<file path="src/design/hse_pkg.sv">
// hse_pkg: shared constants, types and sequencer states of the heap sort engine.
// No dependencies; compile first.
package hse_pkg;

  localparam int unsigned DEPTH  = 64;
  localparam int unsigned DATA_W = 32;
  localparam int unsigned ADDR_W = $clog2(DEPTH);
  localparam int unsigned CNT_W  = $clog2(DEPTH + 1);
  // child index 2*pos+1 needs one bit more than an address
  localparam int unsigned CH_W   = ADDR_W + 1;

  typedef logic signed [DATA_W-1:0] data_t;
  typedef logic [ADDR_W-1:0]        addr_t;
  typedef logic [CNT_W-1:0]         cnt_t;
  typedef logic [CH_W-1:0]          child_t;

  typedef enum logic [3:0] {
    ST_LOAD,
    ST_BUILD,
    ST_HOLD,
    ST_CHILD,
    ST_C1,
    ST_C2,
    ST_SORT,
    ST_SWAP1,
    ST_SWAP2,
    ST_ORD,
    ST_OWAIT
  } st_t;

endpackage

</file>
<file path="src/design/hse_if.sv">
// hse_if: valid/ready channel interfaces for the heap sort engine.
// Depends on hse_pkg.
interface hse_in_if;
  logic              valid;
  logic              ready;
  hse_pkg::data_t    value;
  logic              is_last;

  modport source (output valid, output value, output is_last, input ready);
  modport sink   (input valid, input value, input is_last, output ready);
endinterface

interface hse_out_if;
  logic              valid;
  logic              ready;
  hse_pkg::data_t    sorted_value;
  logic              last_out;
  logic              dropped;

  modport source (output valid, output sorted_value, output last_out, output dropped,
                  input ready);
  modport sink   (input valid, input sorted_value, input last_out, input dropped,
                  output ready);
endinterface

</file>
<file path="src/design/hse_ram.sv">
// hse_ram: generic simple dual-port RAM, one write and one registered read port.
// No dependencies.
module hse_ram #(
  parameter int unsigned WIDTH = 32,
  parameter int unsigned DEPTH = 64,
  localparam int unsigned AW   = $clog2(DEPTH)
) (
  input  logic             clk,
  input  logic             we,
  input  logic [AW-1:0]    waddr,
  input  logic [WIDTH-1:0] wdata,
  input  logic [AW-1:0]    raddr,
  output logic [WIDTH-1:0] rdata
);

  logic [WIDTH-1:0] mem [DEPTH];

  // read returns the old contents on a same-address write
  always_ff @(posedge clk) begin
    if (we) begin
      mem[waddr] <= wdata;
    end
    rdata <= mem[raddr];
  end

endmodule

</file>
<file path="src/design/heap_sort_engine_unit.sv">
// Channel   Dir  Payload                              Transaction
// in_ch     in   value[31:0] signed, is_last          valid & ready
// out_ch    out  sorted_value[31:0], last_out, dropped valid & ready
//
// Loading takes one item per cycle. The sort runs on one RAM with one read port:
// a sift reads the first child, then the second if present, and moves the larger
// one up while it beats the held value; results leave one per out_ch handshake.
// in_ready is high only while loading; a finished last result may still wait.
// rst_n is synchronous; the store needs no clearing pass.
// Depends on hse_pkg, hse_if, hse_ram.
module heap_sort_engine_unit (
  input  logic             clk,
  input  logic             rst_n,
  hse_in_if.sink           in_ch,
  hse_out_if.source        out_ch
);

  hse_pkg::st_t    state_r, state_nxt;
  hse_pkg::cnt_t   cnt_r, cnt_nxt;
  hse_pkg::cnt_t   k_r, k_nxt;
  hse_pkg::cnt_t   size_r, size_nxt;
  hse_pkg::addr_t  pos_r, pos_nxt;
  hse_pkg::addr_t  oidx_r, oidx_nxt;
  logic            ovf_r, ovf_nxt;
  logic            phase_r, phase_nxt;
  logic            out_valid_r, out_valid_nxt;
  hse_pkg::data_t  hold_r, hold_nxt;
  hse_pkg::data_t  cval_r, cval_nxt;
  hse_pkg::data_t  out_data_r;
  logic            out_last_r;
  logic            out_drop_r;

  logic            ram_we;
  hse_pkg::addr_t  ram_waddr;
  hse_pkg::data_t  ram_wdata;
  hse_pkg::addr_t  ram_raddr;
  logic [hse_pkg::DATA_W-1:0] ram_rdata;
  hse_pkg::data_t  rd_s;

  hse_pkg::child_t child;
  logic            child_ok;
  logic            has_c2;
  logic            c2_gt;
  hse_pkg::data_t  best_val;
  hse_pkg::addr_t  best_idx;
  logic            move_up;
  logic            in_acc;
  logic            store_ok;
  logic            out_load;
  logic            o_last;
  hse_pkg::st_t    ret_st;

  hse_ram #(
    .WIDTH (hse_pkg::DATA_W),
    .DEPTH (hse_pkg::DEPTH)
  ) u_store (
    .clk   (clk),
    .we    (ram_we),
    .waddr (ram_waddr),
    .wdata (ram_wdata),
    .raddr (ram_raddr),
    .rdata (ram_rdata)
  );

  assign rd_s     = ram_rdata;
  assign child    = {pos_r, 1'b1};
  assign child_ok = child < hse_pkg::CH_W'(size_r);
  assign has_c2   = (child + hse_pkg::CH_W'(1)) < hse_pkg::CH_W'(size_r);
  assign c2_gt    = rd_s > cval_r;
  assign best_val = (state_r == hse_pkg::ST_C2 && !c2_gt) ? cval_r : rd_s;
  assign best_idx = (state_r == hse_pkg::ST_C2 && c2_gt)
                    ? hse_pkg::ADDR_W'(child + hse_pkg::CH_W'(1))
                    : hse_pkg::ADDR_W'(child);
  assign move_up  = best_val > hold_r;
  assign in_acc   = in_ch.valid && in_ch.ready;
  assign store_ok = cnt_r < hse_pkg::CNT_W'(hse_pkg::DEPTH);
  assign out_load = (state_r == hse_pkg::ST_OWAIT) && (!out_valid_r || out_ch.ready);
  assign o_last   = oidx_r == hse_pkg::ADDR_W'(cnt_r - 1'b1);
  assign ret_st   = phase_r ? hse_pkg::ST_SORT : hse_pkg::ST_BUILD;

  assign in_ch.ready         = (state_r == hse_pkg::ST_LOAD);
  assign out_ch.valid        = out_valid_r;
  assign out_ch.sorted_value = out_data_r;
  assign out_ch.last_out     = out_last_r;
  assign out_ch.dropped      = out_drop_r;

  // next state
  always_comb begin
    state_nxt = state_r;
    case (state_r)
      hse_pkg::ST_LOAD: begin
        if (in_acc && in_ch.is_last) state_nxt = hse_pkg::ST_BUILD;
      end
      hse_pkg::ST_BUILD: begin
        state_nxt = (k_r == '0) ? hse_pkg::ST_SORT : hse_pkg::ST_HOLD;
      end
      hse_pkg::ST_HOLD:  state_nxt = hse_pkg::ST_CHILD;
      hse_pkg::ST_CHILD: begin
        state_nxt = child_ok ? hse_pkg::ST_C1 : ret_st;
      end
      hse_pkg::ST_C1: begin
        if (has_c2)       state_nxt = hse_pkg::ST_C2;
        else if (move_up) state_nxt = hse_pkg::ST_CHILD;
        else              state_nxt = ret_st;
      end
      hse_pkg::ST_C2: begin
        state_nxt = move_up ? hse_pkg::ST_CHILD : ret_st;
      end
      hse_pkg::ST_SORT: begin
        state_nxt = (k_r <= hse_pkg::CNT_W'(1)) ? hse_pkg::ST_ORD : hse_pkg::ST_SWAP1;
      end
      hse_pkg::ST_SWAP1: state_nxt = hse_pkg::ST_SWAP2;
      hse_pkg::ST_SWAP2: state_nxt = hse_pkg::ST_CHILD;
      hse_pkg::ST_ORD:   state_nxt = hse_pkg::ST_OWAIT;
      hse_pkg::ST_OWAIT: begin
        if (out_load) state_nxt = o_last ? hse_pkg::ST_LOAD : hse_pkg::ST_ORD;
      end
      default: state_nxt = hse_pkg::ST_LOAD;
    endcase
  end

  // memory accesses and register updates
  always_comb begin
    cnt_nxt       = cnt_r;
    k_nxt         = k_r;
    size_nxt      = size_r;
    pos_nxt       = pos_r;
    oidx_nxt      = oidx_r;
    ovf_nxt       = ovf_r;
    phase_nxt     = phase_r;
    hold_nxt      = hold_r;
    cval_nxt      = cval_r;
    out_valid_nxt = out_valid_r && !out_ch.ready;
    ram_we        = 1'b0;
    ram_waddr     = pos_r;
    ram_wdata     = hold_r;
    ram_raddr     = oidx_r;
    case (state_r)
      hse_pkg::ST_LOAD: begin
        if (in_acc) begin
          if (store_ok) begin
            ram_we    = 1'b1;
            ram_waddr = hse_pkg::ADDR_W'(cnt_r);
            ram_wdata = in_ch.value;
            cnt_nxt   = cnt_r + 1'b1;
          end else begin
            ovf_nxt = 1'b1;
          end
          if (in_ch.is_last) begin
            size_nxt  = cnt_nxt;
            k_nxt     = cnt_nxt >> 1;
            phase_nxt = 1'b0;
          end
        end
      end
      hse_pkg::ST_BUILD: begin
        if (k_r == '0) begin
          k_nxt     = cnt_r;
          phase_nxt = 1'b1;
        end else begin
          ram_raddr = hse_pkg::ADDR_W'(k_r - 1'b1);
          pos_nxt   = hse_pkg::ADDR_W'(k_r - 1'b1);
          k_nxt     = k_r - 1'b1;
        end
      end
      hse_pkg::ST_HOLD: hold_nxt = rd_s;
      hse_pkg::ST_CHILD: begin
        if (child_ok) begin
          ram_raddr = hse_pkg::ADDR_W'(child);
        end else begin
          ram_we = 1'b1;
        end
      end
      hse_pkg::ST_C1, hse_pkg::ST_C2: begin
        if (state_r == hse_pkg::ST_C1 && has_c2) begin
          cval_nxt  = rd_s;
          ram_raddr = hse_pkg::ADDR_W'(child + hse_pkg::CH_W'(1));
        end else if (move_up) begin
          ram_we    = 1'b1;
          ram_wdata = best_val;
          pos_nxt   = best_idx;
        end else begin
          ram_we = 1'b1;
        end
      end
      hse_pkg::ST_SORT: begin
        ram_raddr = '0;
        oidx_nxt  = '0;
      end
      hse_pkg::ST_SWAP1: begin
        cval_nxt  = rd_s;
        ram_raddr = hse_pkg::ADDR_W'(k_r - 1'b1);
      end
      hse_pkg::ST_SWAP2: begin
        // old root goes to the tail; the tail value sifts down from the root
        hold_nxt  = rd_s;
        ram_we    = 1'b1;
        ram_waddr = hse_pkg::ADDR_W'(k_r - 1'b1);
        ram_wdata = cval_r;
        size_nxt  = k_r - 1'b1;
        k_nxt     = k_r - 1'b1;
        pos_nxt   = '0;
      end
      hse_pkg::ST_ORD: ram_raddr = oidx_r;
      hse_pkg::ST_OWAIT: begin
        ram_raddr = oidx_r;
        if (out_load) begin
          out_valid_nxt = 1'b1;
          if (o_last) begin
            cnt_nxt  = '0;
            ovf_nxt  = 1'b0;
            oidx_nxt = '0;
          end else begin
            oidx_nxt = oidx_r + 1'b1;
          end
        end
      end
      default: ;
    endcase
  end

  always_ff @(posedge clk) begin
    if (!rst_n) begin
      state_r     <= hse_pkg::ST_LOAD;
      cnt_r       <= '0;
      k_r         <= '0;
      size_r      <= '0;
      pos_r       <= '0;
      oidx_r      <= '0;
      ovf_r       <= 1'b0;
      phase_r     <= 1'b0;
      out_valid_r <= 1'b0;
    end else begin
      state_r     <= state_nxt;
      cnt_r       <= cnt_nxt;
      k_r         <= k_nxt;
      size_r      <= size_nxt;
      pos_r       <= pos_nxt;
      oidx_r      <= oidx_nxt;
      ovf_r       <= ovf_nxt;
      phase_r     <= phase_nxt;
      out_valid_r <= out_valid_nxt;
    end
  end

  always_ff @(posedge clk) begin
    hold_r <= hold_nxt;
    cval_r <= cval_nxt;
    if (out_load) begin
      out_data_r <= rd_s;
      out_last_r <= o_last;
      out_drop_r <= ovf_r;
    end
  end

endmodule

</file>
<file path="src/flat_wrapper.sv">
// flat-port wrapper written by rule: the top's interface ports become plain ports
module heap_sort_engine_unit_flat 
  (clk, rst_n, in_ch_valid, in_ch_value, in_ch_is_last, in_ch_ready, out_ch_valid, out_ch_sorted_value, out_ch_last_out, out_ch_dropped, out_ch_ready);
  hse_in_if in_ch_i ();
  hse_out_if out_ch_i ();
  input  logic clk;
  input  logic rst_n;
  input wire logic [$bits(in_ch_i.valid)-1:0] in_ch_valid;
  input wire logic [$bits(in_ch_i.value)-1:0] in_ch_value;
  input wire logic [$bits(in_ch_i.is_last)-1:0] in_ch_is_last;
  output wire logic [$bits(in_ch_i.ready)-1:0] in_ch_ready;
  output wire logic [$bits(out_ch_i.valid)-1:0] out_ch_valid;
  output wire logic [$bits(out_ch_i.sorted_value)-1:0] out_ch_sorted_value;
  output wire logic [$bits(out_ch_i.last_out)-1:0] out_ch_last_out;
  output wire logic [$bits(out_ch_i.dropped)-1:0] out_ch_dropped;
  input wire logic [$bits(out_ch_i.ready)-1:0] out_ch_ready;
  assign in_ch_i.valid = in_ch_valid;
  assign in_ch_i.value = in_ch_value;
  assign in_ch_i.is_last = in_ch_is_last;
  assign in_ch_ready = in_ch_i.ready;
  assign out_ch_valid = out_ch_i.valid;
  assign out_ch_sorted_value = out_ch_i.sorted_value;
  assign out_ch_last_out = out_ch_i.last_out;
  assign out_ch_dropped = out_ch_i.dropped;
  assign out_ch_i.ready = out_ch_ready;
  heap_sort_engine_unit u_core (.clk(clk), .rst_n(rst_n), .in_ch(in_ch_i), .out_ch(out_ch_i));
endmodule
</file>
<file path="config.mk">
export PLATFORM = sky130hd
export DESIGN_NAME = heap_sort_engine_unit_flat
export DESIGN_NICKNAME = d
export VERILOG_FILES = /design/src/design/hse_pkg.sv /design/src/design/hse_if.sv /design/src/design/hse_ram.sv /design/src/design/heap_sort_engine_unit.sv /design/src/flat_wrapper.sv
export SDC_FILE = /design/constraint.sdc
export NUM_CORES = 2
export LEC_CHECK = 0
export ABC_AREA = 1
export BUFFER_PORTS_ARGS = -buffer_cell sky130_fd_sc_hd__buf_2
export CAP_MARGIN = 20
export CORE_MARGIN = 8
export CORE_UTILIZATION = 25
export DETAILED_ROUTE_END_ITERATION = 6
export GPL_ROUTABILITY_DRIVEN = 0
export PLACE_DENSITY = 0.39
export SLEW_MARGIN = 10
export SYNTH_ARGS = -nofsm -noshare
export SYNTH_HDL_FRONTEND = slang
export SYNTH_SLANG_ARGS = --single-unit
</file>
<file path="constraint.sdc">
create_clock -name clk -period 10.7 [get_ports clk]
set_clock_uncertainty 0.15 [all_clocks]
set_input_delay 2.14 -clock clk [delete_from_list [all_inputs] [get_ports clk]]
set_output_delay 2.14 -clock clk [all_outputs]
set_load 0.02 [all_outputs]
</file>
=== Yosys cells after proc, flatten, opt, wreduce, memory -nomap -nowiden ===
Memory sizes are Yosys's and may differ from the RTL's. A register that Yosys moved wholly into a read port is not among the register bits.
Cells that the tools add are included.

* Register bits: 138
* Bits in writable memories: 2048
* Input bits: 37
* Memories kept: 1

{| class="wikitable"
|+ Memories
! name !! words !! width !! read ports !! clocked after memory_dff !! wr ports !! line !! source
|-
| u_core.u_store.mem || 64 || 32 || 1 || 1 || 1 || hse_ram.sv:16 || <nowiki>logic [WIDTH-1:0] mem [DEPTH];</nowiki>
|}

* Add/subtract/negate cells: 5
* $lt $le $gt $ge: 6
* Equality and inequality tests: 22
* Muxes and demuxes: 63
* Reduce and logical (&&, ||, !) cells: 31

{| class="wikitable"
|+ Operator list
! operator !! count
|-
| 32-bit two-way mux || 6
|-
| 32-bit case mux with 3 select lines || 1
|-
| 6-bit two-way mux || 11
|-
| 32-bit greater-than comparator || 2
|-
| 32-bit case mux with 2 select lines || 1
|-
| 7-bit two-way mux || 9
|-
| 4-bit case mux with 10 select lines || 1
|-
| 6-bit case mux with 5 select lines || 1
|-
| 4-bit two-way mux || 7
|-
| 7-bit case mux with 2 select lines || 2
|-
| 6-bit case mux with 2 select lines || 2
|-
| 7-bit case mux with 3 select lines || 1
|-
| 6-bit case mux with 3 select lines || 1
|-
| 4-bit by 3-bit == test with 1-bit output, second input constant || 4
|-
| 1-bit two-way mux || 15
|-
| 7-bit by 1-bit adder with 7-bit output, second input constant || 2
|-
| 7-bit < comparator || 2
|-
| 4-bit == test, second input constant || 3
|-
| 2-bit != test, second input constant || 6
|-
| 4-bit AND reduction || 3
|-
| 2-bit by 1-bit != test with 1-bit output, second input constant || 5
|-
| 2-bit nonzero test || 5
|-
| 4-bit by 2-bit == test with 1-bit output, second input constant || 2
|-
| 7-bit by 1-bit less-or-equal comparator with 1-bit output, second input constant || 1
|-
| other kinds (19) || 34
|}

=== Longest topological paths before layout ===
* Depth in word-level cells: 8
* Depth in mapped cells: 35
* Mapped depth without buffers: 33

=== Cells and area by module ===
A second synthesis with hierarchy kept.

* Cells, all modules: 8036
* Area total of the unflattened synthesis: 92488.7 µm²

{| class="wikitable"
|+ By module, submodules not included
! module !! instances !! cells an instance !! area an instance (µm²) !! sequential area each (µm²)
|-
| hse_ram || 1 || 6769 || 82738.1 || 62139.6
|-
| heap_sort_engine_unit || 1 || 1267 || 9750.6 || 3743.6
|}

=== Worst setup path before layout ===
Ideal clock, no wire load.

* Path kind: flip-flop to flip-flop
* Start: register u_core.cval_r[15]
* End: memory u_core.u_store.mem[0][0], data pin
* Library setup time: 0.549 ns
* Arrival: 5.876 ns
* Path slack: 4.126 ns
* Stages on the path, launching flop included: 30
* Path buffers: 2
* Cells stage by stage: edfxtp_1 > inv_1 > ha_1 > nand2_1 > inv_1 > nand3_1 > nor3_1 > inv_1 > o21ai_0 > nand2_1 > nand2_1 > nand2_1 > nand2_1 > nand2_1 > nand2_1 > clkbuf_1 > nand2_1 > and2_1 > ha_1 > nand2_1 > nor4_1 > inv_1 > o21ai_0 > nand2_1 > nand3_1 > nand3_1 > nor3_1 > clkbuf_1 > nand3_1 > a21oi_1

* Cells in the longest elaborated chain, start to end: 8

{| class="wikitable"
|+ RTL lines
! element !! line !! source
|-
| start, declared || heap_sort_engine_unit.sv:28 || <nowiki>hse_pkg::data_t cval_r, cval_nxt;</nowiki>
|-
| start signal, assigned || heap_sort_engine_unit.sv:248 || <nowiki>cval_r <= cval_nxt;</nowiki>
|-
| 32-bit greater-than comparator || heap_sort_engine_unit.sv:69 || <nowiki>assign c2_gt = rd_s > cval_r;</nowiki>
|-
| 1-bit zero test || heap_sort_engine_unit.sv:70 || <nowiki>assign best_val = (state_r == hse_pkg::ST_C2 && !c2_gt) ? cval_r : rd_s;</nowiki>
|-
| 1-bit logical AND || heap_sort_engine_unit.sv:70 ||
|-
| 32-bit two-way mux (*) || heap_sort_engine_unit.sv:70 ||
|-
| 32-bit greater-than comparator || heap_sort_engine_unit.sv:74 || <nowiki>assign move_up = best_val > hold_r;</nowiki>
|-
| 32-bit two-way mux (*) || heap_sort_engine_unit.sv:178 || <nowiki>end else if (move_up) begin</nowiki>
|-
| 32-bit two-way mux (*) || heap_sort_engine_unit.sv:175 || <nowiki>if (state_r == hse_pkg::ST_C1 && has_c2) begin</nowiki>
|-
| 32-bit case mux with 3 select lines (*) || heap_sort_engine_unit.sv:138 || <nowiki>case (state_r)</nowiki>
|-
| net u_core.ram_wdata[0] || heap_sort_engine_unit.sv:35 || <nowiki>hse_pkg::data_t ram_wdata;</nowiki>
|-
| end, declared || hse_ram.sv:16 ||
|}

The timed path passes the listed nets; every way through them passes the cells marked *.

=== Worst setup path in the final report ===
* Start: register u_core.cval_r[31]
* End: memory u_core.u_store.mem[30][9], data pin

Same word-level chain as after synthesis.

==> flow_summary.yaml <==
status:
  status: "finished, final reports clean"
global_routing:
  first_global_vias: 64400
  grt_antenna_before_repair: 18
  grt_usage_pct: 17.9
  grt_pass1_wl_um: 514000
  grt-ovfl-total: 0
  grt_start_max_net_pins: 184
sta:
  rsz0062_at_grt: "no"
  layout_setup_ws_ps: 2150
  worst_pin_slew_ps: 1310
  finalHoldViolCount: 0
  post-route-min-period_ps: 8550
  finalSetupViolations: 0
  fmax_mhz: 117
  relSlewSlack_pct: 12.7
  final-max-slew-violation-count: 0
  post-route-period-util_pct: 79.9
  setup_tns_ps: 0
critical_path:
  cp-startpoint: "u_core.cval_r[31]"
  path_class: "reg -> reg"
  rr_worst_depth: 31
  timing.rr.end: "u_core.u_store.mem[30][9]"
  path_common_cell: "nand2_1"
  worstPathMaxFanout: 33
  crit_path_end_kind: "register"
  max_stage_delay_ps: 860
  crit_end: "u_core.u_store.mem[30][9]"
  required_ps: 11130
  r2r_slack_ps: 2150
  cpMaxStageDelayCell: "a21oi_4"
  r2r_start: "u_core.cval_r[31]"
  cp_data_arrival_time_ps: 8980
  start_kind: "register"
clock_network:
  htreeDepth: 5
  cts_hold_buf: 0
  post_cts_resized: 0
  clkSinkCount: 2218
  clkLatencyLatePin_ps: 860
  cts_setup_buffers: 0
  cts_tree: "built"
  cts-root-buf: "clkbuf_16"
  cts_inserted_buffers: 266
  clockBufferDepth: 4
  clk_transition_reported_paths_ps: 70
detailed_routing:
  drt_iter0_markers: 7277
  routed-wl-met3_um: 23900
  viasPerCell: 5.04
  firstDrtPassIters: 6
  detail-route-antenna-nets: 0
  wl_met1_um: 169000
  vias: 67000
  wl_met2_um: 168000
  drc_errors: 0
  wl_per_cell_um: 27.8
  routed.top_layer: "met5"
  wirelength_um: 369000
pwr:
  p_leak_nw: 37.3
  ir_drop_mv: 0.329
  total_power_w: 0.0408
  powerDensity_nw_per_um2: 375
yosys:
  yosys_warnings: 0
  synthArstFlopShare_pct: 0
  synth.area.top_cells: "edfxtp_1, nand3_1, nand2_1, dfxtp_1, buf_2"
  ys_seq_area_share_pct: 70.2
  synth_cells: 8156
  yosys.area.top_type: "edfxtp_1"
  ys.flop_type: "edfxtp_1"
  ys_types: 46
  synth_top_area_share_pct: 68.7
  syn_area_per_cell_um2: 11.5
  synth.cell_area_um2: 93800
  synth_enable_flop_cells: 2146
  synth_fp_nets: 8275
  ys_ff_latch: 2218
place:
  pre_cts_ws_ps: 1840
  placed_cells: 12800
  dpl.hpwl_um: 184000
  io_buffers: 72
floorplan:
  fp.dieW_um: 629
  start_util_pct: 25.1
  io_pins: 73
  rows: 225
  die-area_um2: 395000
  core_um2: 374000
  die_h_um: 629
final_layout:
  fillCellCount: 38400
  fin_cells: 13300
  drive_gt1_share_pct: 9.00
  nets: 8235
  areaGrowthSynthToFinish_pct: 16.0
  postLayoutCoreUtil_pct: 29.1
min_path:
  min_path_type: "reg -> reg"
flow_run:
  max_cap_violations: 0
placed cells by master, fill, tap and decap left out, types with 12 or more instances in the layout:
cell type / Yosys / final
nand3_1: 2882 / 2882
a21oi_1: 101 / 68
clkinv_2: 0 / 31
inv_1: 229 / 227
and2_1: 31 / 31
buf_4: 18 / 162
nand4_1: 19 / 19
a221oi_1: 35 / 35
clkinv_1: 2 / 59
nor2_1: 176 / 110
ha_1: 82 / 82
buf_12: 0 / 32
o21ai_0: 82 / 80
inv_2: 16 / 14
edfxtp_1: 2146 / 2146
xor2_1: 12 / 12
a21oi_4: 2 / 34
clkbuf_16: 0 / 277
buf_2: 244 / 72
nand2_1: 1595 / 1593
dfxtp_1: 72 / 72
clkbuf_1: 262 / 63
nor2_4: 2 / 66
nor3_1: 14 / 13
sequential cells by signal (all words and copies together), names as in the netlist, 4 cells and up:
name,cells
u_core.size_r,7
u_core.u_store.mem,2048
u_core.pos_r,6
u_core.hold_r,32
u_core.cnt_r,7
u_core.oidx_r,6
u_core.out_ch.sorted_value,32
u_core.k_r,7
u_core.u_store.rdata,32
u_core.cval_r,32
u_core.state_r,4
cells by family after synthesis:
kind of cell    after synthesis  share of synthesized area, %
simple gates               4743                          23.1
fa+ha+maj                    82                          1.09
compound gates              269                          1.72
buf+inv                     825                          3.70
flops                      2218                          70.2
xor+xnor                     19                         0.177
worst max-delay path: cells and delay by family, from the launching register on:
family | cells | cell delay (ps)
buf+inv | 8 | 1740
simple gates | 20 | 4340
flops | 1 | 320
compound gates | 1 | 860
fa+ha+maj | 2 | 740
where the power goes:
part / internal, W / switching, W
clock: 0.00493 / 0.00362
sequential: 0.0132 / 0.000246
combinational: 0.00411 / 0.0147
total: 0.0222 / 0.0186
synthesized netlist by cell type (2+ instances only):
library cell / instances
a211oi_1: 5
inv_1: 229
dfxtp_1: 72
buf_1: 54
nor2_1: 176
edfxtp_1: 2146
nand2_2: 4
a22oi_1: 6
nor2_2: 8
nor2_4: 2
a31oi_1: 9
and2_1: 31
ha_1: 82
a21oi_4: 2
xnor2_1: 7
o21ai_0: 82
buf_4: 18
nor3_1: 14
clkinv_1: 2
a21oi_1: 101
inv_2: 16
clkbuf_1: 262
o211ai_1: 11
xor2_1: 12
nand2_1: 1595
nor4_1: 5
nand4_1: 19
nand3b_1: 4
o21ai_1: 5
o21a_1: 2
buf_2: 244
o2111ai_1: 2
nand3_1: 2882
a221oi_1: 35
worst min path at each step:
stage / from / end / slack [ps] / cells after the start
floorplan: u_core.ovf_r / u_core.out_ch.dropped / 250 / 0
global placement: u_core.ovf_r / u_core.out_ch.dropped / 280 / 0
detailed placement: u_core.ovf_r / u_core.out_ch.dropped / 270 / 0
CTS: u_core.ovf_r / u_core.out_ch.dropped / 290 / 0
global route: u_core.ovf_r / u_core.out_ch.dropped / 300 / 0
finish: u_core.ovf_r / u_core.out_ch.dropped / 300 / 0
final cells by class:
cell class,count,area [µm²],share of cell area [%]
diodes,11,27.5,0.0253
clock buffers,343,7210,6.63
clock inverters,110,739,0.680
inverters,247,948,0.872
multi-input cells,5113,25400,23.4
flip-flops and latches,2218,65900,60.6
well taps,4994,6250,5.74
repair buffers,270,2310,2.13
stage by stage:
step                      instance area (µm²)  hold slack, ps
after CTS                              109000             292
after detailed placement               101000             266
after floorplan                         93800             253
after global placement                 101000             275
after global routing                   109000             305
final                                  109000             298
per-layer routing:
| layer | global-route usage [%] | vias up |
|---|---|---|
| met5 | 0 | - |
| met4 | 3.82 | 6 |
| met3 | 2.71 | 422 |
| met2 | 28.5 | 2449 |
| met1 | 25.7 | 34600 |
| li1 | - | 29500 |
Power figures use the tool's default switching activity.
